### src/rtl/core/rbsi_pkg.sv
// ----------------------------------------------------------------------------
// rbsi_pkg
// Shared constants, queue status type and entry layout of the slab test.
// ----------------------------------------------------------------------------
package rbsi_pkg;

	localparam int COORD_WIDTH_DEF   = 32;
	localparam int FRACTION_BITS_DEF = 16;
	localparam int FIELD_WIDTH       = 32;
	localparam int PAIR_WIDTH        = 64;
	localparam int DIST_WIDTH        = 31;
	localparam int FIFO_DEPTH        = 4;

	typedef struct packed {
		logic full;
		logic empty;
	} fifo_status_t;

	// per axis: mag_lo, mag_hi (cw+1 each), neg_lo, neg_hi, dmag, d (cw each), dzero
	function automatic int axis_w(input int cw);
		return 4 * cw + 5;
	endfunction

	// three axes, parallel-miss flag, distance limit
	function automatic int entry_w(input int cw);
		return 3 * axis_w(cw) + 1 + DIST_WIDTH;
	endfunction

endpackage

### src/rtl/core/rbsi_fifo.sv
// ----------------------------------------------------------------------------
// rbsi_fifo
// Short flop-based queue between the classify front and the divide back.
// ----------------------------------------------------------------------------
module rbsi_fifo #(
	parameter int WIDTH = 8
) (
	input  logic                       clk,
	input  logic                       arst_n,
	input  logic                       push,
	input  logic [WIDTH-1:0]           push_data,
	input  logic                       pop,
	output logic [WIDTH-1:0]           pop_data,
	output rbsi_pkg::fifo_status_t     status
);
	import rbsi_pkg::*;

	localparam int PW = $clog2(FIFO_DEPTH);

	logic [WIDTH-1:0] mem_q [FIFO_DEPTH];
	logic [PW-1:0]    wr_q;
	logic [PW-1:0]    rd_q;
	logic [PW:0]      count_q;

	always_ff @(posedge clk or negedge arst_n) begin
		if (!arst_n) begin
			wr_q    <= '0;
			rd_q    <= '0;
			count_q <= '0;
		end else begin
			if (push) wr_q <= wr_q + 1'b1;
			if (pop)  rd_q <= rd_q + 1'b1;
			if (push && !pop)      count_q <= count_q + 1'b1;
			else if (pop && !push) count_q <= count_q - 1'b1;
		end
	end

	always_ff @(posedge clk) begin
		if (push) mem_q[wr_q] <= push_data;
	end

	assign pop_data     = mem_q[rd_q];
	assign status.full  = (count_q == (PW+1)'(FIFO_DEPTH));
	assign status.empty = (count_q == '0);

endmodule

### config.mk
export PLATFORM = sky130hd
export DESIGN_NAME = rbsi_fifo
export DESIGN_NICKNAME = d
export VERILOG_FILES = /design/src/rtl/core/rbsi_pkg.sv /design/src/rtl/core/rbsi_fifo.sv
export SDC_FILE = /design/constraint.sdc
export NUM_CORES = 1
export LEC_CHECK = 0
export BUFFER_PORTS_ARGS = -buffer_cell sky130_fd_sc_hd__buf_2
export CAP_MARGIN = 15
export CORE_MARGIN = 8
export CORE_UTILIZATION = 49
export DETAILED_ROUTE_END_ITERATION = 8
export PLACE_DENSITY = 0.73
export RECOVER_POWER = 50
export SLEW_MARGIN = 15
export SYNTH_ARGS = -nofsm -noshare
export SYNTH_HDL_FRONTEND = slang
export SYNTH_SLANG_ARGS = --single-unit
export TNS_END_PERCENT = 5
### constraint.sdc
create_clock -name clk -period 1.4 [get_ports clk]
set_input_delay 0.42 -clock clk [delete_from_list [all_inputs] [get_ports clk]]
set_output_delay 0.42 -clock clk [all_outputs]
set_load 0.01 [all_outputs]
After elaboration in Yosys (flattened, before gate mapping)
Memories as Yosys holds them, arrays and structs flattened. Cells that the tools add are included.

Register bits after elaboration: 7. Bits in writable memories: 32. Input bits: 12. Output and inout bits: 10. Word-level logic and storage cells: 19. Memories kept: 1.

Add/sub/neg operators: 4. Eq/ne operators: 1. Muxes and demuxes: 4. Reduce and logical (&&, ||, !) cells: 6.

Memory list: mem_q (words 4, bits a word 8, rd ports 1, clocked after memory_dff 0, wr ports 1, RTL line rbsi_fifo.sv:20) `logic [WIDTH-1:0] mem_q [FIFO_DEPTH];`.

Operators by type and width (number): $mux W3 (2); $add A2 B1 Y2 const B (2); $add A3 B1 Y3 const B (1); $eq A3 B3 Y1 const B (1); $logic_not A3 Y1 (1); $sub A3 B1 Y3 const B (1); $logic_and A1 B1 Y1 (2); $logic_not A1 Y1 (2); $mux W1 (2); $reduce_bool A2 Y1 (1).

Longest topological paths before layout
Gate-level depths: netlist of run 1.

Depth after elaboration: 4. Gate-level depth with buffers: 7.

Worst setup path after synthesis of run 1
Ideal clock, no wire load.

Path kind: input to register. From: input pop. To: register count_q[2]. Arrival: 1.406 ns. Required time: 1.321 ns. Setup slack: -0.085 ns. Cell stages on the path: 7. Buffers on the path: 0. Cell sequence: inv_1 -> ha_1 -> inv_1 -> fa_1 -> xor2_1 -> nor2_1 -> xor2_1.

Longest elaborated chain between the ends: 3. Elaborated cells on any way between the ends: 5.

Ends and longest elaborated chain: from (decl) (RTL line rbsi_fifo.sv:12) `input logic pop,`; $logic_not A1 Y1 (RTL line rbsi_fifo.sv:33) `if (push && !pop) count_q <= count_q + 1'b1;`; $logic_and A1 B1 Y1 (RTL line rbsi_fifo.sv:33); $mux W3 / $reduce_bool A2 Y1 (equally long branches); to (signal assigned) (RTL line rbsi_fifo.sv:33); to (signal assigned) (RTL line rbsi_fifo.sv:34) `else if (pop && !push) count_q <= count_q - 1'b1;`; to (decl) (RTL line rbsi_fifo.sv:23) `logic [PW:0] count_q;`.

Several ways; a longest one is shown, not always the timed one. A chain may end at the register's enable or synchronous reset.

Final worst setup path of run 1
From: register rd_q[0]. To: output pop_data[4].

Longest elaborated chain between the ends: 1.

Ends and longest elaborated chain: from (decl) (RTL line rbsi_fifo.sv:22) `logic [PW-1:0] rd_q;`; from (signal assigned) (RTL line rbsi_fifo.sv:32) `if (pop) rd_q <= rd_q + 1'b1;`; $mem_v2 Z4 W8; to (decl) (RTL line rbsi_fifo.sv:13) `output logic [WIDTH-1:0] pop_data,`.

No other way between the ends.

==> impl_table.tex, run 1 <==
\begin{tabular}{lr}
\hline
Metric & Value \\
\hline
\multicolumn{2}{l}{\textbf{Power and ir drop}} \\
\quad Static leakage & 0.727 nW \\
\quad Power per Cell Area & 1960 mW/mm² \\
\quad Peak supply drop & 947 µV \\
\multicolumn{2}{l}{\textbf{Clocking}} \\
\quad Clock insertion delay at the later pin of the skew report & around 0.34 ns \\
\quad Level count of the clock H-tree & 2 \\
\quad CTS tree & done \\
\quad Clock Pin Slew Worst Setup and Hold Paths & $\sim$0.11 ns \\
\quad TritonCTS Buffers & 5 \\
\quad Clock root buffer & clkbuf\_4 \\
\quad Sinks on Clock Net & 39 \\
\quad Number of buffers inserted by post-CTS setup repair & 0 \\
\quad Maximum buffer depth of the clock tree & 2 \\
\multicolumn{2}{l}{\textbf{Detailed routing}} \\
\quad Vias per Instance & 4.94 \\
\quad Count of routing violations after the opening detailed-route iteration & 53 \\
\quad Routed via count & 795 \\
\quad Pre-Repair DR Iteration Count & 4 \\
\quad Number of antenna-violating nets in the routed design & 0 \\
\quad Avg WL per Cell & 16.2 µm \\
\quad Number of remaining DRC errors & 0 \\
\quad Total Routed Length & 2.61 mm \\
\multicolumn{2}{l}{\textbf{Floorplan}} \\
\quad Horizontal extent of the die & approximately 72 µm \\
\quad Area enclosed by the die boundary & approximately 0.0052 mm² \\
\quad Number of top-level pins & 22 \\
\quad Die extent in y & 72.2 µm \\
\quad Initial cell density of the core & 51.1\% \\
\quad Number of placement rows & 20 \\
\quad Core box area & 0.00303 mm² \\
\multicolumn{2}{l}{\textbf{STA}} \\
\quad Maximum achievable frequency & 505 MHz \\
\quad Final setup violating endpoints & 10 \\
\quad Minimum setup slack in the final design & -0.581 ns \\
\quad Final critical-path share of the clock period & 141\% \\
\quad Post-route clock skew & 0.00981 ns \\
\quad Slew HR & 71.3\% \\
\quad Number of hold-slack violations in the final timing report & 0 \\
\quad RSZ-0062 raised after global routing & yes \\
\quad Minimum clock period after layout & a little under 2 ns \\
\quad Final max-slew violation count & 0 \\
\quad Slew @ Worst Pin & around 0.43 ns \\
\multicolumn{2}{l}{\textbf{Run status}} \\
\quad Status & finished, violations left \\
\quad Violations in the final reports & setup timing \\
\multicolumn{2}{l}{\textbf{Cells and area}} \\
\quad Synthesis-to-layout area growth & 25.2\% \\
\quad Final std cells w/o fill & 161 \\
\quad Total number of nets in the final design & 134 \\
\quad Number of antenna cells inserted & 0 \\
\quad Final cell area excluding filler cells & 0.00194 mm² \\
\quad Fraction of final layout cells with drive strength greater than 1 & 42.7\% \\
\quad Number of filler cells placed in the layout & around 230 \\
\quad Total area of multi-input combinational cells & $\sim$410 µm² \\
\quad Sequential cell area & 0.00114 mm² \\
\multicolumn{2}{l}{\textbf{Global routing}} \\
\quad Global routing usage summed across all routing layers & 11.4\% \\
\quad Pin count of the biggest net entering global routing & 13 \\
\quad Number of antenna violations at the first check in global routing & 0 \\
\quad Via count of the first global-routing pass & 887 \\
\quad Overflow after GRT & 0 \\
\quad Wire length of the first global-routing pass & between 4 and 5 mm \\
\multicolumn{2}{l}{\textbf{Placed design}} \\
\quad Buffers on Ports & 21 \\
\quad Area after detailed placement & about 0.0018 mm² \\
\quad Inst Count DP & 152 \\
\quad DPL Wire Length & 1.92 mm \\
\quad Final Wtd Congestion & 0.633 \\
\multicolumn{2}{l}{\textbf{Worst setup path}} \\
\quad Element type at the critical path start & register \\
\quad Highest net fanout along the worst path & 3 \\
\quad Crit path required time & 0.98 ns \\
\quad Class of the most critical setup path & register to output port \\
\quad Worst Setup End Kind & output port \\
\quad Signal arrival time at the worst endpoint & 1.56 ns \\
\multicolumn{2}{l}{\textbf{Logic synthesis}} \\
\quad Commonest cells post-synth & edfxtp\_1, mux4\_2, dfrtp\_1, ha\_1 \\
\quad Number of standard cells after synthesis & 76 \\
\quad Most repeated cell in the gate-level netlist after synthesis & edfxtp\_1 \\
\quad Mapped Area & 0.00155 mm² \\
\quad Post-synth top flop & edfxtp\_1 \\
\quad Synth area leaders & edfxtp\_1, mux4\_2, dfrtp\_1 \\
\quad Post-Synthesis Net Count & 94 \\
\quad Synth Register Bits & 39 \\
\quad Post-synthesis async set-or-reset flop share & 17.9\% \\
\quad Number of distinct library cell variants in the gate-level netlist after synthesis & 17 \\
\quad Fraction of the yosys area taken by sequential cells & 73.4\% \\
\quad Synth top area share & 62.1\% \\
\quad Number of flops mapped to enable cells by yosys & 32 \\
\quad Most area-hungry cell type in the Yosys netlist & edfxtp\_1 \\
\quad Count of warnings emitted by yosys & 0 \\
\quad Average cell area after synthesis & approximately 20 µm² \\
\multicolumn{2}{l}{\textbf{Min path}} \\
\quad Hold Crit Class & primary input to register \\
\multicolumn{2}{l}{\textbf{Flow run}} \\
\quad MaxCap Viol Count & 0 \\
\hline
\end{tabular}
==> layer usage <==
| layer | track usage [%] | vias to the layer above | part of all wire, % |
|---|---|---|---|
| met5 | 0 | - | 0 |
| met3 | 4.55 | 9 | 4.3 |
| met4 | 6.12 | 0 | 2.8 |
| met1 | 11.9 | 395 | 42 |
| met2 | 19.3 | 19 | 51 |
| li1 | - | 372 | - |
==> flip-flops by register name (all words and copies together), names as in the netlist <==
signal   count
mem_q       32
count_q      3
rd_q         2
wr_q         2
==> power breakdown <==
group / leakage, nW / internal (W) / total [W] / switching, W
Combinational: 0.304 / 0.000719 / 0.00125 / 0.000535
Clock: 0.0482 / 0.000422 / 0.000769 / 0.000347
Sequential: 0.374 / 0.00156 / 0.00177 / 0.000212
==> critical path, stage by stage, from the launching register on <==
cell and delay (ns):
dfrtp_1 0.42, buf_4 0.15, mux4_2 0.50, buf_2 0.16
==> cell families after synthesis <==
| kind of cell | share of synthesized area, % |
|---|---|
| flops | 73.4 |
| mux | 12.4 |
| simple gates | 3.15 |
| xor+xnor | 3.40 |
| buf+inv | 2.02 |
| fa+ha+maj | 5.34 |
| compound gates | 0.323 |
==> repair_timing <==
action / 4_1_cts / 5_1_grt
hold buffers: 1 / 0
gates resized for setup: 5 / 2
pin swaps: 2 / 2
hold endpoints to repair: 7 / 0
endpoints found under the setup margin: 10 / 11
==> worst paths after layout <==
check	slack (ns)	endpoint	start	cells past startpoint
worst max-delay path	-0.58	pop_data[4]	rd_q[0]	3
worst min-delay path	0.33	mem_q[1][1]	push_data[1]	1
worst max register to register	0.07	count_q[2]	count_q[0]	4
worst min register to register	0.53	wr_q[0]	wr_q[0]	1
max in group asynchronous	0.58	count_q[1]	arst_n	2
min in group asynchronous	0.52	count_q[0]	arst_n	2
==> layout make-up <==
type | instances | share of cell area [%]
clock buffers | 6 | 2.65
repair buffers | 35 | 11.9
well taps | 44 | 2.84
clock inverters | 2 | 1.81
flip-flops and latches | 39 | 58.7
inverters | 4 | 1.16
multi-input cells | 31 | 20.9
==> per-stage QoR <==
step | util, % | setup TNS [ns] | hold slack, ns | setup slack (ns) | total power, W
5_1_grt | 64.0 | -5.54 | 0.305 | -0.653 | 0.00404
3_5_place_dp | 60.2 | -2.01 | 0.261 | -0.234 | 0.00299
3_3_place_gp | 60.2 | -1.81 | 0.258 | -0.200 | 0.00294
2_1_floorplan | - | -0.319 | 0.124 | -0.0334 | 0.00248
4_1_cts | 64.1 | -5.12 | 0.263 | -0.614 | 0.00383
6_report | 64.0 | -4.86 | 0.335 | -0.581 | 0.00379
==> layout by cell type, fill, tap and decap left out <==
| master | n |
|---|---|
| buf_4 | 11 |
| ha_1 | 4 |
| clkinv_2 | 1 |
| clkbuf_8 | 1 |
| edfxtp_1 | 32 |
| dfrtp_1 | 5 |
| and2_1 | 4 |
| clkbuf_1 | 9 |
| inv_1 | 2 |
| buf_6 | 3 |
| nor3b_2 | 1 |
| nor3_2 | 1 |
| ha_4 | 1 |
| buf_2 | 10 |
| xnor2_1 | 2 |
| nand2_1 | 2 |
| clkbuf_4 | 5 |
| dfrtp_2 | 2 |
| mux2_2 | 1 |
| bufinv_16 | 1 |
| buf_12 | 1 |
| inv_8 | 1 |
| mux4_2 | 8 |
| o21ai_0 | 1 |
| fa_2 | 1 |
| nor2_1 | 1 |
| inv_2 | 1 |
| xor2_1 | 4 |
| dlygate4sd3_1 | 1 |
No activity file was read; power rests on OpenSTA's default activity.
==> run 2: changes to the inputs <==
Settings changed: CAP_MARGIN 15 to default, SETUP_SLACK_MARGIN from default to 0.05.
==> run 2 against run 1 <==
- the run still ends with setup timing left
- non-clock buffer count is the same
- sequential cell count is the same
- total power is essentially flat
- worst setup slack is essentially flat
- die area is the same
- critical path depth is the same
- largest cell class unchanged
- register-to-register slack is essentially flat
- global-route usage is the same
- combinational power is essentially flat
- core utilization is the same
==> impl_table.tex, run 2 (synthesized netlist as in run 1, its figures left out) <==
\begin{tabular}{lr}
\hline
Metric & Value \\
\hline
\multicolumn{2}{l}{\textbf{STA}} \\
\quad Post-route clock skew & 0.00981 ns \\
\quad Final setup violating endpoints & 10 \\
\quad Final Hold Slack & 0.335 ns \\
\quad Slew HR & 71.3\% \\
\quad Final max-slew violation count & 0 \\
\quad Number of hold-slack violations in the final timing report & 0 \\
\quad RSZ-0062 raised after global routing & yes \\
\quad Minimum clock period after layout & 1.98 ns \\
\quad Slew @ Worst Pin & 0.430 ns \\
\quad Maximum achievable frequency & between 500 and 600 MHz \\
\quad Final critical-path share of the clock period & 141\% \\
\quad Minimum setup slack in the final design & -0.581 ns \\
\multicolumn{2}{l}{\textbf{Cells and area}} \\
\quad Final cell area excluding filler cells & between 0.0015 and 0.002 mm² \\
\quad Most flops, register & mem\_q \\
\quad Fraction of final layout cells with drive strength greater than 1 & 42.7\% \\
\quad Synthesis-to-layout area growth & 25.2\% \\
\quad Biggest regs & mem\_q x32, count\_q x3 \\
\quad Most used cells in the layout excluding fill and tap cells & edfxtp\_1, buf\_4, buf\_2 \\
\quad Most frequent standard cell in the layout excluding fill and tap cells & edfxtp\_1 \\
\quad Flip-flop count of the largest register after layout & 32 \\
\quad Final std cells w/o fill & 161 \\
\quad Total number of nets in the final design & 134 \\
\quad Number of antenna cells inserted & 0 \\
\quad Utilization after layout & 64.0\% \\
\multicolumn{2}{l}{\textbf{Detailed routing}} \\
\quad Number of antenna-violating nets in the routed design & 0 \\
\quad Number of remaining DRC errors & 0 \\
\quad Routed via count & between 700 and 800 \\
\quad Vias per Instance & 4.94 \\
\quad Total Routed Length & roughly 2.6 mm \\
\quad Avg WL per Cell & 16.2 µm \\
\quad Pre-Repair DR Iteration Count & 4 \\
\quad Count of routing violations after the opening detailed-route iteration & 53 \\
\multicolumn{2}{l}{\textbf{Placed design}} \\
\quad DPL Wire Length & 1.92 mm \\
\quad Inst Count DP & between 150 and 200 \\
\quad Final Wtd Congestion & 0.633 \\
\quad Area after detailed placement & about 0.0018 mm² \\
\quad Buffers on Ports & 21 \\
\multicolumn{2}{l}{\textbf{Global routing}} \\
\quad Overflow after GRT & 0 \\
\quad Global routing usage summed across all routing layers & 11.4\% \\
\quad Wire length of the first global-routing pass & 4.31 mm \\
\quad Pin count of the biggest net entering global routing & 13 \\
\quad Via count of the first global-routing pass & 888 \\
\quad Number of antenna violations at the first check in global routing & 0 \\
\multicolumn{2}{l}{\textbf{Worst setup path}} \\
\quad Buffers \& Inverters on Critical Path & 2 \\
\quad Category of cells accounting for the largest share of critical-path delay & multiplexers \\
\quad Worst Setup End Kind & output port \\
\quad Cell chain of the critical path & buf\_4 > mux4\_2 > buf\_2 \\
\quad Cell at the slowest stage of the critical path & mux4\_2 \\
\quad Class of the most critical setup path & register to output port \\
\quad Signal arrival time at the worst endpoint & 1.56 ns \\
\quad Highest cell delay on the worst timing path & 0.50 ns \\
\quad Element type at the critical path start & register \\
\quad Crit path required time & 0.98 ns \\
\quad Highest net fanout along the worst path & 3 \\
\multicolumn{2}{l}{\textbf{Clocking}} \\
\quad Clock Pin Slew Worst Setup and Hold Paths & 0.11 ns \\
\quad Maximum buffer depth of the clock tree & 2 \\
\quad Number of buffers inserted by post-CTS setup repair & 0 \\
\quad CTS tree & done \\
\quad Clock insertion delay at the later pin of the skew report & 0.34 ns \\
\quad Sinks on Clock Net & 39 \\
\quad Clock root buffer & clkbuf\_4 \\
\quad TritonCTS Buffers & 5 \\
\quad Level count of the clock H-tree & 2 \\
\multicolumn{2}{l}{\textbf{Power and ir drop}} \\
\quad Net switching power of the design & about 0.0011 W \\
\quad Internal power & 0.00270 W \\
\quad Clock group share of total power & 20.3\% \\
\quad Sw Ratio & between 20\% and 30\% \\
\quad Comb pwr share & 33.1\% \\
\quad Power per Cell Area & between 1500 and 2000 mW/mm² \\
\quad Sequential share of power & between 40\% and 50\% \\
\quad Peak supply drop & between 900 and 1000 µV \\
\quad Static leakage & 0.726 nW \\
\multicolumn{2}{l}{\textbf{Floorplan}} \\
\quad Number of placement rows & 20 \\
\quad Core box area & 0.00303 mm² \\
\quad Horizontal extent of the die & between 70 and 80 µm \\
\quad Die extent in y & 72.2 µm \\
\quad Initial cell density of the core & 51.1\% \\
\quad Area enclosed by the die boundary & 0.00521 mm² \\
\quad Number of top-level pins & 22 \\
\multicolumn{2}{l}{\textbf{Min path}} \\
\quad Hold Crit Class & primary input to register \\
\multicolumn{2}{l}{\textbf{Flow run}} \\
\quad MaxCap Viol Count & 0 \\
\multicolumn{2}{l}{\textbf{Run status}} \\
\quad Violations in the final reports & setup timing \\
\quad Status & finished, violations left \\
\hline
\end{tabular}
==> run 2: power by group through the flow <==
| stage | registers [W] | logic [W] | clock network [W] |
|---|---|---|---|
| 2_1_floorplan | 0.00167 | 0.000804 | 0 |
| 3_3_place_gp | 0.00175 | 0.00119 | 0 |
| 4_1_cts | 0.00177 | 0.00126 | 0.000795 |
| 3_5_place_dp | 0.00178 | 0.00122 | 0 |
| 6_report | 0.00177 | 0.00126 | 0.000769 |
| 5_1_grt | 0.00180 | 0.00139 | 0.000846 |
==> run 2: final cells by class <==
cell class | instances | area (µm²)
clock buffer | 6 | 51.3
clock inverter | 2 | 35.0
fill | 226 | 1090
inverter | 4 | 22.5
multi-input combinational | 31 | 405
sequential | 39 | 1140
tap | 44 | 55.1
timing repair buffer | 35 | 230
==> run 2: per-stage QoR <==
stage / TNS [ns] / total power (W) / setup WS [ns]
global route: -5.54 / 0.00404 / -0.653
global placement: -1.81 / 0.00294 / -0.200
finish: -4.86 / 0.00379 / -0.581
CTS: -5.12 / 0.00383 / -0.614
floorplan: -0.319 / 0.00248 / -0.0334
detailed placement: -2.01 / 0.00299 / -0.234
==> run 2: layer usage <==
layer	up-vias	wire, µm	GRT usage, %	share of wire (%)
li1	372	-	-	-
met1	395	1090	11.9	42
met2	19	1340	19.3	51
met3	9	113	4.55	4.3
met4	0	72	6.12	2.8
met5	-	0	0	0
==> run 2: worst paths after layout <==
| path | start | endpoint | slack [ns] | depth (start not counted) |
|---|---|---|---|---|
| worst min-delay path | push_data[1] | mem_q[1][1] | 0.33 | 1 |
| max in group asynchronous | arst_n | count_q[1] | 0.58 | 2 |
| min in group asynchronous | arst_n | count_q[0] | 0.52 | 2 |
| worst min register to register | wr_q[0] | wr_q[0] | 0.53 | 1 |
| worst max-delay path | rd_q[0] | pop_data[4] | -0.58 | 3 |
| worst max register to register | count_q[0] | count_q[2] | 0.06 | 4 |
==> run 2: timing repair <==
item / 4_1_cts / 5_1_grt
pin swaps: 5 / 0
setup endpoints to repair: 11 / 11
hold buffers: 1 / 0
gates cloned: 0 / 0
hold endpoints to repair: 7 / 0
gates resized for setup: 5 / 2
