File: src/rtl/core/rbsi_pkg.sv
// ----------------------------------------------------------------------------
// rbsi_pkg
// Shared constants, queue status type and entry layout of the slab test.
// ----------------------------------------------------------------------------
package rbsi_pkg;

	localparam int COORD_WIDTH_DEF   = 32;
	localparam int FRACTION_BITS_DEF = 16;
	localparam int FIELD_WIDTH       = 32;
	localparam int PAIR_WIDTH        = 64;
	localparam int DIST_WIDTH        = 31;
	localparam int FIFO_DEPTH        = 4;

	typedef struct packed {
		logic full;
		logic empty;
	} fifo_status_t;

	// per axis: mag_lo, mag_hi (cw+1 each), neg_lo, neg_hi, dmag, d (cw each), dzero
	function automatic int axis_w(input int cw);
		return 4 * cw + 5;
	endfunction

	// three axes, parallel-miss flag, distance limit
	function automatic int entry_w(input int cw);
		return 3 * axis_w(cw) + 1 + DIST_WIDTH;
	endfunction

endpackage

File: src/rtl/core/rbsi_front.sv
// ----------------------------------------------------------------------------
// rbsi_front
// Accept a ray, classify each slab (parallel, outside) and form the
// numerator magnitudes and quotient signs for the divide back end.
// ----------------------------------------------------------------------------
module rbsi_front #(
	parameter int COORD_WIDTH   = rbsi_pkg::COORD_WIDTH_DEF
) (
	input  logic                                          clk,
	input  logic                                          arst_n,
	input  logic                                          in_valid,
	output logic                                          in_stall,
	input  logic signed [rbsi_pkg::FIELD_WIDTH-1:0]       origin_x,
	input  logic signed [rbsi_pkg::FIELD_WIDTH-1:0]       org_y,
	input  logic signed [rbsi_pkg::FIELD_WIDTH-1:0]       origin_z,
	input  logic signed [rbsi_pkg::FIELD_WIDTH-1:0]       dir_x,
	input  logic signed [rbsi_pkg::FIELD_WIDTH-1:0]       dir_y,
	input  logic signed [rbsi_pkg::FIELD_WIDTH-1:0]       dir_z,
	input  logic signed [rbsi_pkg::FIELD_WIDTH-1:0]       box_min_x,
	input  logic signed [rbsi_pkg::FIELD_WIDTH-1:0]       box_min_y,
	input  logic signed [rbsi_pkg::FIELD_WIDTH-1:0]       box_min_z,
	input  logic signed [rbsi_pkg::FIELD_WIDTH-1:0]       box_max_x,
	input  logic signed [rbsi_pkg::PAIR_WIDTH-1:0]        box_max_yz_pair,
	input  logic [rbsi_pkg::DIST_WIDTH-1:0]               dist_limit,
	output logic                                          push,
	output logic [rbsi_pkg::entry_w(COORD_WIDTH)-1:0]     push_data,
	input  rbsi_pkg::fifo_status_t                        status
);
	import rbsi_pkg::*;

	localparam int CW  = COORD_WIDTH;
	localparam int AXW = axis_w(CW);

	logic                  valid_s1;
	logic signed [CW-1:0]  o_s1  [3];
	logic signed [CW-1:0]  d_s1  [3];
	logic signed [CW-1:0]  lo_s1 [3];
	logic signed [CW-1:0]  hi_s1 [3];
	logic [DIST_WIDTH-1:0] tmax_s1;
	logic [2:0]            par_miss;
	logic                  accept;

	assign in_stall = valid_s1 && status.full;
	assign accept   = in_valid && !in_stall;
	assign push     = valid_s1 && !status.full;

	always_ff @(posedge clk or negedge arst_n) begin
		if (!arst_n) begin
			valid_s1 <= 1'b0;
		end else if (accept) begin
			valid_s1 <= 1'b1;
		end else if (push) begin
			valid_s1 <= 1'b0;
		end
	end

	// only the low coordinate bits count, taken as signed
	always_ff @(posedge clk) begin
		if (accept) begin
			o_s1[0]  <= origin_x[CW-1:0];
			o_s1[1]  <= org_y[CW-1:0];
			o_s1[2]  <= origin_z[CW-1:0];
			d_s1[0]  <= dir_x[CW-1:0];
			d_s1[1]  <= dir_y[CW-1:0];
			d_s1[2]  <= dir_z[CW-1:0];
			lo_s1[0] <= box_min_x[CW-1:0];
			lo_s1[1] <= box_min_y[CW-1:0];
			lo_s1[2] <= box_min_z[CW-1:0];
			hi_s1[0] <= box_max_x[CW-1:0];
			hi_s1[1] <= box_max_yz_pair[FIELD_WIDTH +: CW];
			hi_s1[2] <= box_max_yz_pair[CW-1:0];
			tmax_s1  <= dist_limit;
		end
	end

	for (genvar a = 0; a < 3; a++) begin : g_axis
		logic signed [CW:0]  lo_p, lo_n, hi_p, hi_n;
		logic [CW:0]         mag_lo, mag_hi;
		logic                neg_lo, neg_hi, dzero;
		logic [CW-1:0]       dmag;

		// both differences in parallel, pick the non-negative one
		assign lo_p   = {lo_s1[a][CW-1], lo_s1[a]} - {o_s1[a][CW-1], o_s1[a]};
		assign lo_n   = {o_s1[a][CW-1], o_s1[a]} - {lo_s1[a][CW-1], lo_s1[a]};
		assign hi_p   = {hi_s1[a][CW-1], hi_s1[a]} - {o_s1[a][CW-1], o_s1[a]};
		assign hi_n   = {o_s1[a][CW-1], o_s1[a]} - {hi_s1[a][CW-1], hi_s1[a]};
		assign mag_lo = lo_p[CW] ? lo_n : lo_p;
		assign mag_hi = hi_p[CW] ? hi_n : hi_p;
		assign neg_lo = lo_p[CW] ^ d_s1[a][CW-1];
		assign neg_hi = hi_p[CW] ^ d_s1[a][CW-1];
		assign dmag   = d_s1[a][CW-1] ? -d_s1[a] : d_s1[a];
		assign dzero  = (d_s1[a] == '0);

		assign par_miss[a] = dzero && ((o_s1[a] < lo_s1[a]) || (o_s1[a] > hi_s1[a]));
		assign push_data[a*AXW +: AXW] =
			{dzero, d_s1[a], dmag, neg_hi, neg_lo, mag_hi, mag_lo};
	end

	assign push_data[3*AXW +: 1+DIST_WIDTH] = {tmax_s1, |par_miss};

endmodule

File: config.mk
export PLATFORM = sky130hd
export DESIGN_NAME = rbsi_front
export DESIGN_NICKNAME = d
export VERILOG_FILES = /design/src/rtl/core/rbsi_pkg.sv /design/src/rtl/core/rbsi_front.sv
export SDC_FILE = /design/constraint.sdc
export NUM_CORES = 1
export LEC_CHECK = 0
export BUFFER_PORTS_ARGS = -buffer_cell sky130_fd_sc_hd__buf_2
export CAP_MARGIN = 10
export CELL_PAD_IN_SITES_DETAIL_PLACEMENT = 0
export CELL_PAD_IN_SITES_GLOBAL_PLACEMENT = 2
export CORE_AREA = 2 2 336 338
export DETAILED_ROUTE_END_ITERATION = 7
export DIE_AREA = 0 0 338 340
export PLACE_DENSITY = 0.85
export SLEW_MARGIN = 20
export SYNTH_ARGS = -nofsm -noshare
export SYNTH_HDL_FRONTEND = slang
export SYNTH_SLANG_ARGS = --single-unit
export TNS_END_PERCENT = 100
File: constraint.sdc
create_clock -name clk -period 34.6 [get_ports clk]
set_clock_uncertainty 0.2 [all_clocks]
set_input_delay 3.46 -clock clk [delete_from_list [all_inputs] [get_ports clk]]
set_output_delay 3.46 -clock clk [all_outputs]
set_load 0.03 [all_outputs]
# Yosys cells after proc, flatten, opt, wreduce, memory -nomap -nowiden
# Memories as Yosys holds them, arrays and structs flattened.
# Index checks and enable logic that the tools add are counted.
totals:
  ramBits: 384
  in_bits: 420
  register_bits: 32
  memories: 4
  out_inout_bits: 433
mem_list:
  columns: ["memory", "words", "width", "rd", "rd_clocked_by_memory_dff", "wr", "line_no", "text"]
  rows:
  - ["d_s1", 3, 32, 3, 0, 3, "rbsi_front.sv:36", "logic signed [CW-1:0] d_s1 [3];"]
  - ["hi_s1", 3, 32, 3, 0, 3, "rbsi_front.sv:38", "logic signed [CW-1:0] hi_s1 [3];"]
  - ["lo_s1", 3, 32, 3, 0, 3, "rbsi_front.sv:37", "logic signed [CW-1:0] lo_s1 [3];"]
  - ["o_s1", 3, 32, 3, 0, 3, "rbsi_front.sv:35", "logic signed [CW-1:0] o_s1 [3];"]
classes:
  n_addsub: 15
  bitwise: 6
  reduce_logical: 16
  order_cmp: 6
  mux: 13
op_table:
  columns: ["op", "n"]
  rows:
  - ["subtractor 32 x 32 -> 33 bit", 12]
  - ["2-to-1 mux 33 bit", 6]
  - ["> comparator 32 bit", 3]
  - ["zero test 32 bit", 3]
  - ["< comparator 32 bit", 3]
  - ["2-to-1 mux 32 bit", 3]
  - ["negation 32 bit", 3]
  - ["logical AND 1 bit", 6]
  - ["XOR 1 bit", 6]
  - ["2-to-1 mux 1 bit", 4]
  - ["logical OR 1 bit", 3]
  - ["OR reduction 3 bit", 1]
  - ["zero test 1 bit", 2]
  - ["nonzero test 2 bit", 1]

# Longest topological paths before layout
# Gate-level depths: netlist (run 1).
depth:
  depth_word: 5
  ltp_mapped: 15
  depth_no_buf: 13

# Least setup slack after synthesis (run 1)
# No wires, ideal clock.
synth_path:
  path_type: "input to register"
  startpoint: "input port status[1] in the netlist's numbering"
  endpoint: "memory d_s1[0][0] in the netlist's numbering, enable pin"
  path_buffers: 0
  setup_slack_ns: 11.343
  setup_ns: 1.241
  path_stages: 2
  arrival_time_ns: 21.816
  path_cell_list: "and2_1 nor2b_1"
synth_rtl:
  columns: ["element", "line_no", "text"]
  rows:
  - ["from (decl)", "rbsi_front.sv:27", "input rbsi_pkg::fifo_status_t status"]
  - ["to (decl)", "rbsi_front.sv:36", null]

==> results.toml, run 1 <==
[critical_path]
critPathMaxFanout = 44
worstReg2RegStart = "valid_s1"
reg2regPathDepth = 5
critPathSlowestCell = "a221oi_1"
timing_worst_setup_path_type = "flip-flop to output port"
ff2ff_setup_slack_ns = 30.09
path_cells = "ha_1, inv_1, o21bai_1, a21o_1, a311oi_1, o211ai_1, a31oi_1, xnor2_2, buf_4, mux2i_1, or2_2, a221oi_1, buf_2"
crit_start = "o_s1[0][34]"
startpoint_type = "flip-flop"
crit_family = "compound AO/OA/AOI/OAI gates"
path_depth = 13
crit_path_end_kind = "output port"
worstPathRequired_ns = 30.94
arrival_ns = 5.79
slowest_delay_ns = 0.75
reg2reg_to = "hi_s1[0][18]"
crit_end = "push_data[194]"
critPathBufInv = 3

[synth]
ys_seq_area_share_pct = 35.3
syn_area_per_cell_sq_um = 9.09
syn_nets = 4713
syn_inst = 3890
synth.area.top_cells = "edfxtp_1, ha_1, a21oi_1"
yosysTopAreaCellShare_pct = 35.2
synthesis.area_sq_um = 35400
ys.flop_type = "edfxtp_1"
ys_types = 73
postSynth.asyncResetShare_pct = 0.240
ys_seq_elements = 416
synth_edf_count = 415
ys_warn_count = 0
synth_largest_area_cell = "edfxtp_1"

[routing]
ant_nets = 0
drc = 0
wl_per_cell_um = 24.1
via_count = 32635
firstDrtPassIters = 5
drtIter0Drc = 2443
via_per_inst = 5.29
wirelength_um = 149000

[power]
ir_worst_vdd_mv = 0.0404
p_sw_w = 0.000882
finalPower_w = 0.00205
pwr-share-seq_pct = 30.4
power.internal_w = 0.00117
power_frac_clock_pct = 26.9
p_per_area_nw_per_um2 = 48.1
pwr-share-comb_pct = 42.7
switching_share_pct = 43.0
p_leak_nw = 19.6

[timing]
finalHoldViolCount = 0
setup_viol = 0
max_freq_mhz = 106
relSlewSlack_pct = 35.3
tns_ns = 0
rsz0062_at_grt = "no"
layout_setup_ws_ns = 25.15
fin_crit_sh_pct = 27.3
drv_slew = 0
worstMarginPinSlew_ns = 0.969
period_minus_slack_ns = 9.45

[clock_tree]
cts_buffers = 51
hold_buffers = 0
cts.sinks = 416
cts.clk_slew.worst_paths_ns = 0.06
clk_latency_ns = 0.65
clk_path_buf_depth = 3
tritoncts = "built"
htree_levels = 2
cts_setup_buffers = 0
ctsRootBufferMaster = "clkbuf_16"
cts-resized-gates = 0

[global_route]
grt_pass1_wl_um = 212000
grtUsageTotal_pct = 24.8
grt_pass1_vias = 31306
grt_max_degree = 74
grt_antenna_before_repair = 32
overflow = 0

[job]
drv_cap = 0

[final_layout]
area_growth_pct = 20.7
drive_gt1_share_pct = 21.6
fillers = 11570
fin_area_sq_um = 42700
multi_input_area_sq_um = 20700
seq_area_sq_um = 12500
layout.nets = 5452

[place]
place_ws_ns = 25.81
dp_hpwl_um = 125000
post_dp_cell_area_sq_um = 41000
port_buffers = 851
gp_congestion = 0.955

[floorplanning]
core_area_sq_um = 112000
start_util_pct = 31.7
io_pins = 853
rows = 123
die_y_um = 340
fp.dieW_um = 338
die_area_sq_um = 115000

[hold_path]
hp-class = "flip-flop to flip-flop"

[run_status]
outcome = "finished clean"
==> metal layers <==
metal	share of wire, %	vias to the layer above	GRT usage, %
met2	46	1235	40.7
met1	44	15662	33.0
li1	-	15501	-
met4	2.8	38	6.72
met3	7.3	199	5.17
met5	0.15	-	0
==> logic make-up (layout without fill, tap and decap cells) <==
logic type | Yosys count | count (layout) | synth area share, %
flops | 416 | 416 | 35.3
fa+ha+maj | 403 | 403 | 14.5
mux | 91 | 91 | 2.62
buf+inv | 587 | 1366 | 6.37
simple gates | 870 | 870 | 12.0
xor+xnor | 272 | 272 | 6.73
compound gates | 1251 | 1251 | 22.4
other cells | 0 | 5 | 0
==> power by group through the flow <==
stage	logic (W)	clock network, W	registers [W]
final	0.000878	0.000553	0.000624
after global routing	0.000936	0.000581	0.000627
after CTS	0.000875	0.000565	0.000624
after detailed placement	0.000871	0	0.000634
after global placement	0.000873	0	0.000634
after floorplan	0.000566	0	0.000652
==> stage by stage <==
| step | hold WS, ns | utilization (%) | std cells |
|---|---|---|---|
| after CTS | 0.531 | 38.2 | 6169 |
| final | 0.526 | 38.3 | 6174 |
| after floorplan | 0.623 | - | 3890 |
| after global routing | 0.581 | 38.2 | 6171 |
| after global placement | 0.501 | 36.7 | 6076 |
| after detailed placement | 0.503 | 36.7 | 6076 |
==> cells in the mapped netlist, types with 11 or more instances <==
cell / instances
a221oi_1: 16
a21boi_0: 14
o31ai_1: 48
inv_1: 399
nor2b_1: 55
xnor2_1: 198
o21a_1: 32
o211ai_1: 26
fa_1: 12
o21ai_0: 242
or4_1: 13
nand3_1: 45
clkbuf_1: 167
nand2b_1: 38
ha_1: 391
a21oi_1: 402
or3_1: 28
a31oi_1: 34
mux2_2: 13
nor3_1: 60
xor2_1: 74
nand4_1: 64
nor2_1: 206
nor4_1: 14
and3_1: 26
a21o_1: 192
and2_1: 19
a221o_1: 11
o21bai_1: 71
mux2i_1: 78
o41ai_1: 21
or2_2: 15
buf_4: 12
a211oi_1: 47
edfxtp_1: 415
nand2_1: 253
==> sequential cells by signal, summed over array words and instances, names as in the netlist <==
register  flops
o_s1         96
lo_s1        96
tmax_s1      31
d_s1         96
valid_s1      1
hi_s1        96
==> how the worst min path moves through the flow <==
| stage | from | endpoint | slack, ns | depth (start not counted) |
|---|---|---|---|---|
| 3_5_place_dp | valid_s1 | valid_s1 | 0.50 | 2 |
| 4_1_cts | valid_s1 | valid_s1 | 0.53 | 2 |
| 6_report | valid_s1 | valid_s1 | 0.53 | 2 |
| 3_3_place_gp | valid_s1 | valid_s1 | 0.50 | 2 |
| 5_1_grt | valid_s1 | valid_s1 | 0.58 | 2 |
| 2_1_floorplan | valid_s1 | valid_s1 | 0.62 | 2 |
==> area by class of cell <==
class / instances / area share (%)
well taps: 1500 / 4.40
inverters: 399 / 3.51
clock buffers: 57 / 3.04
multi-input cells: 2887 / 48.5
diodes: 5 / 0.0293
clock inverters: 36 / 0.900
flip-flops and latches: 416 / 29.3
repair buffers: 874 / 10.4
==> worst register-to-register path, cell delays in order (launching register included) <==
cell and delay, ns:
dfrtp_1 0.38, and2_1 0.19, nor2b_4 0.77, buf_4 0.79, buf_4 0.81, buf_4 0.91
==> cells in the final DEF (no fill, tap or decap), types with 45 or more instances in the layout <==
cell,netlist,layout
buf_2,3,851
edfxtp_1,415,415
a21oi_1,402,401
inv_1,399,399
ha_1,391,391
nand2_1,253,252
o21ai_0,242,242
nor2_1,206,206
xnor2_1,198,193
a21o_1,192,192
mux2i_1,78,78
xor2_1,74,74
o21bai_1,71,71
nand4_1,64,64
nor3_1,60,60
nor2b_1,55,54
clkbuf_16,0,51
o31ai_1,48,48
a211oi_1,47,47
nand3_1,45,45
Note: power is estimated with default switching activity, not from simulation.
==> run 2: changes to the inputs <==
--- a/config.mk
+++ b/config.mk
@@ -5,14 +5,16 @@
 export SDC_FILE = /design/constraint.sdc
 export NUM_CORES = 1
 export LEC_CHECK = 0
+export ABC_AREA = 1
 export BUFFER_PORTS_ARGS = -buffer_cell sky130_fd_sc_hd__buf_2
 export CAP_MARGIN = 10
 export CELL_PAD_IN_SITES_DETAIL_PLACEMENT = 0
 export CELL_PAD_IN_SITES_GLOBAL_PLACEMENT = 2
-export CORE_AREA = 2 2 336 338
+export CORE_ASPECT_RATIO = 2
+export CORE_MARGIN = 1
+export CORE_UTILIZATION = 29
 export DETAILED_ROUTE_END_ITERATION = 7
-export DIE_AREA = 0 0 338 340
-export PLACE_DENSITY = 0.85
+export PLACE_DENSITY = 0.86
 export SLEW_MARGIN = 20
 export SYNTH_ARGS = -nofsm -noshare
 export SYNTH_HDL_FRONTEND = slang
==> constraint.sdc (replaced) <==
create_clock -name clk -period 8.3 [get_ports clk]
set_clock_uncertainty 0.2 [all_clocks]
set_input_delay 0.83 -clock clk [delete_from_list [all_inputs] [get_ports clk]]
set_output_delay 0.83 -clock clk [all_outputs]
set_load 0.03 [all_outputs]
==> results.toml, run 2 <==
[timing]
tns_ns = 0
period_minus_slack_ns = 5.76
relSlewSlack_pct = 27.0
worstMarginPinSlew_ns = 1.08
setup_viol = 0
finalHoldViolCount = 0
fin_crit_sh_pct = 69.4
max_freq_mhz = 174
drv_slew = 0
rsz0062_at_grt = "no"

[synth]
synth.area.top_cells = "edfxtp_1, nand2_1, ha_1"
synth_edf_count = 415
ys_seq_area_share_pct = 30.8
syn_area_per_cell_sq_um = 7.25
ys_types = 56
synthTopCellsByCount = "nand2_1, inv_1, nor2_1"
syn_nets = 6409
ys_seq_elements = 416
ys_warn_count = 0
postSynth.asyncResetShare_pct = 0.240
ys.flop_type = "edfxtp_1"
synthesis.area_sq_um = 40500
yosys.cell_count.top_type = "nand2_1"
synth_largest_area_cell = "edfxtp_1"
yosysTopAreaCellShare_pct = 30.8
syn_inst = 5586

[final_layout]
layout_common_cells = "nand2_1, buf_2, inv_1"
fillers = 15234
area_growth_pct = 17.8
mostFrequentLayoutCell = "nand2_1"
drive_gt1_share_pct = 16.4
layout.nets = 7114
fin_area_sq_um = 47700

[hold_path]
min_from = "box_min_x[14]"
hp-class = "input pin to flip-flop"

[place]
gp_congestion = 1.08
post_dp_cell_area_sq_um = 46100
dp_hpwl_um = 179000
port_buffers = 851

[run_status]
outcome = "finished clean"

[clock_tree]
htree_levels = 2
cts.sinks = 416
cts_setup_buffers = 0
clk_latency_ns = 0.65
tritoncts = "built"
clk_path_buf_depth = 3
ctsRootBufferMaster = "clkbuf_16"
cts.clk_slew.worst_paths_ns = 0.08
cts_buffers = 46

[routing]
via_per_inst = 4.92
wirelength_um = 207000
wl_per_cell_um = 25.2
firstDrtPassIters = 6
drtIter0Drc = 2226
drc = 0
ant_nets = 0
via_count = 40404

[critical_path]
worstReg2RegStart = "valid_s1"
worstPathRequired_ns = 7.27
arrival_ns = 4.73
timing_worst_setup_path_type = "flip-flop to output port"
startpoint_type = "flip-flop"
ff2ff_setup_slack_ns = 5.40
crit_start = "o_s1[0][9]"
critPathMaxFanout = 35
crit_path_end_kind = "output port"

[job]
drv_cap = 0

[power]
p_per_area_nw_per_um2 = 184
ir_worst_vdd_mv = 0.263
p_leak_nw = 23.6

[floorplanning]
rows = 193
die_y_um = 531
start_util_pct = 29.3
fp.dieW_um = 266
core_area_sq_um = 138000
io_pins = 853
die_area_sq_um = 141000

[global_route]
grt_antenna_before_repair = 63
grt_pass1_wl_um = 285000
grtUsageTotal_pct = 28.4
overflow = 0
grt_max_degree = 122
grt_pass1_vias = 41592
## run 2: cell count changes after synthesis, moves of 123 or more
cell	previous run	this run
xor2_1	74	349
nand2_1	253	1515
a21o_1	192	47
xnor2_1	198	75
nor2_1	206	547
clkbuf_1	167	11
inv_1	399	715
## run 2: stage by stage
| step | hold WS (ns) | utilization (%) | power, W | setup slack (ns) | cells |
|---|---|---|---|---|---|
| global placement | 0.270 | 33.3 | 0.00659 | 3.23 | 8094 |
| global route | 0.104 | 34.4 | 0.00915 | 2.19 | 8190 |
| finish | 0.124 | 34.5 | 0.00878 | 2.54 | 8215 |
| floorplan | 0.256 | - | 0.00513 | 0.414 | 5586 |
| detailed placement | 0.286 | 33.3 | 0.00659 | 3.18 | 8094 |
| CTS | 0.0686 | 34.4 | 0.00883 | 2.45 | 8180 |
## run 2: what timing repair did
item / in CTS / in global routing
endpoints found under the hold margin: 1 / 0
hold buffers: 1 / 0
resized for setup: 0 / 0
## run 2: layer usage
layer | GRT usage (%) | wire length [um] | vias up
met1 | 24.9 | 65100 | 18803
met3 | 4.95 | 11200 | 595
met5 | 0 | 175 | -
met4 | 24.4 | 20300 | 26
li1 | - | - | 19429
met2 | 54.9 | 110000 | 1551
## run 2: kinds of logic after synthesis
logic type | share of synthesized area, %
flip-flops | 30.8
AND/OR/NAND/NOR | 23.2
XOR/XNOR | 9.16
buffers and inverters | 9.65
adder cells (fa/ha/maj) | 12.7
AO/OA/AOI/OAI | 14.5
## run 2: critical path: stages (launching register included)
cell      delay [ns]
edfxtp_1        0.47
ha_1            0.45
a21oi_1         0.51
o21ai_1         0.18
inv_1           0.11
nor2_1          0.04
nor2_1          0.15
o21ai_2         0.10
nand2_1         0.11
nand2_1         0.06
nand2_1         0.08
nand2_2         0.46
inv_2           0.70
nand2_1         0.11
nand2_1         0.20
buf_2           0.30
## run 2: report_power, final
part | leakage, nW | internal [W] | switching (W)
combinational | 18.9 | 0.00107 | 0.00291
sequential | 3.96 | 0.00246 | 0.000133
clock | 0.748 | 0.00117 | 0.00103
total | 23.6 | 0.00470 | 0.00408
## run 2: path summary, 6_finish.rpt
path / endpoint / cells after the start
max: push_data[60] / 15
min: lo_s1[0][14] / 1
max reg2reg: hi_s1[0][26] / 5
min reg2reg: valid_s1 / 2
max in group asynchronous: valid_s1 / 2
min in group asynchronous: valid_s1 / 2
## run 2: area by class of cell
class,count,area [sq um],share of cell area [%]
sequential,416,12500,26.2
tap,1852,2320,4.86
inverter,737,2770,5.80
clock inverter,36,383,0.802
timing repair buffer,865,4390,9.20
multi-input combinational,4225,24100,50.6
antenna,35,87.6,0.184
clock buffer,49,1160,2.44
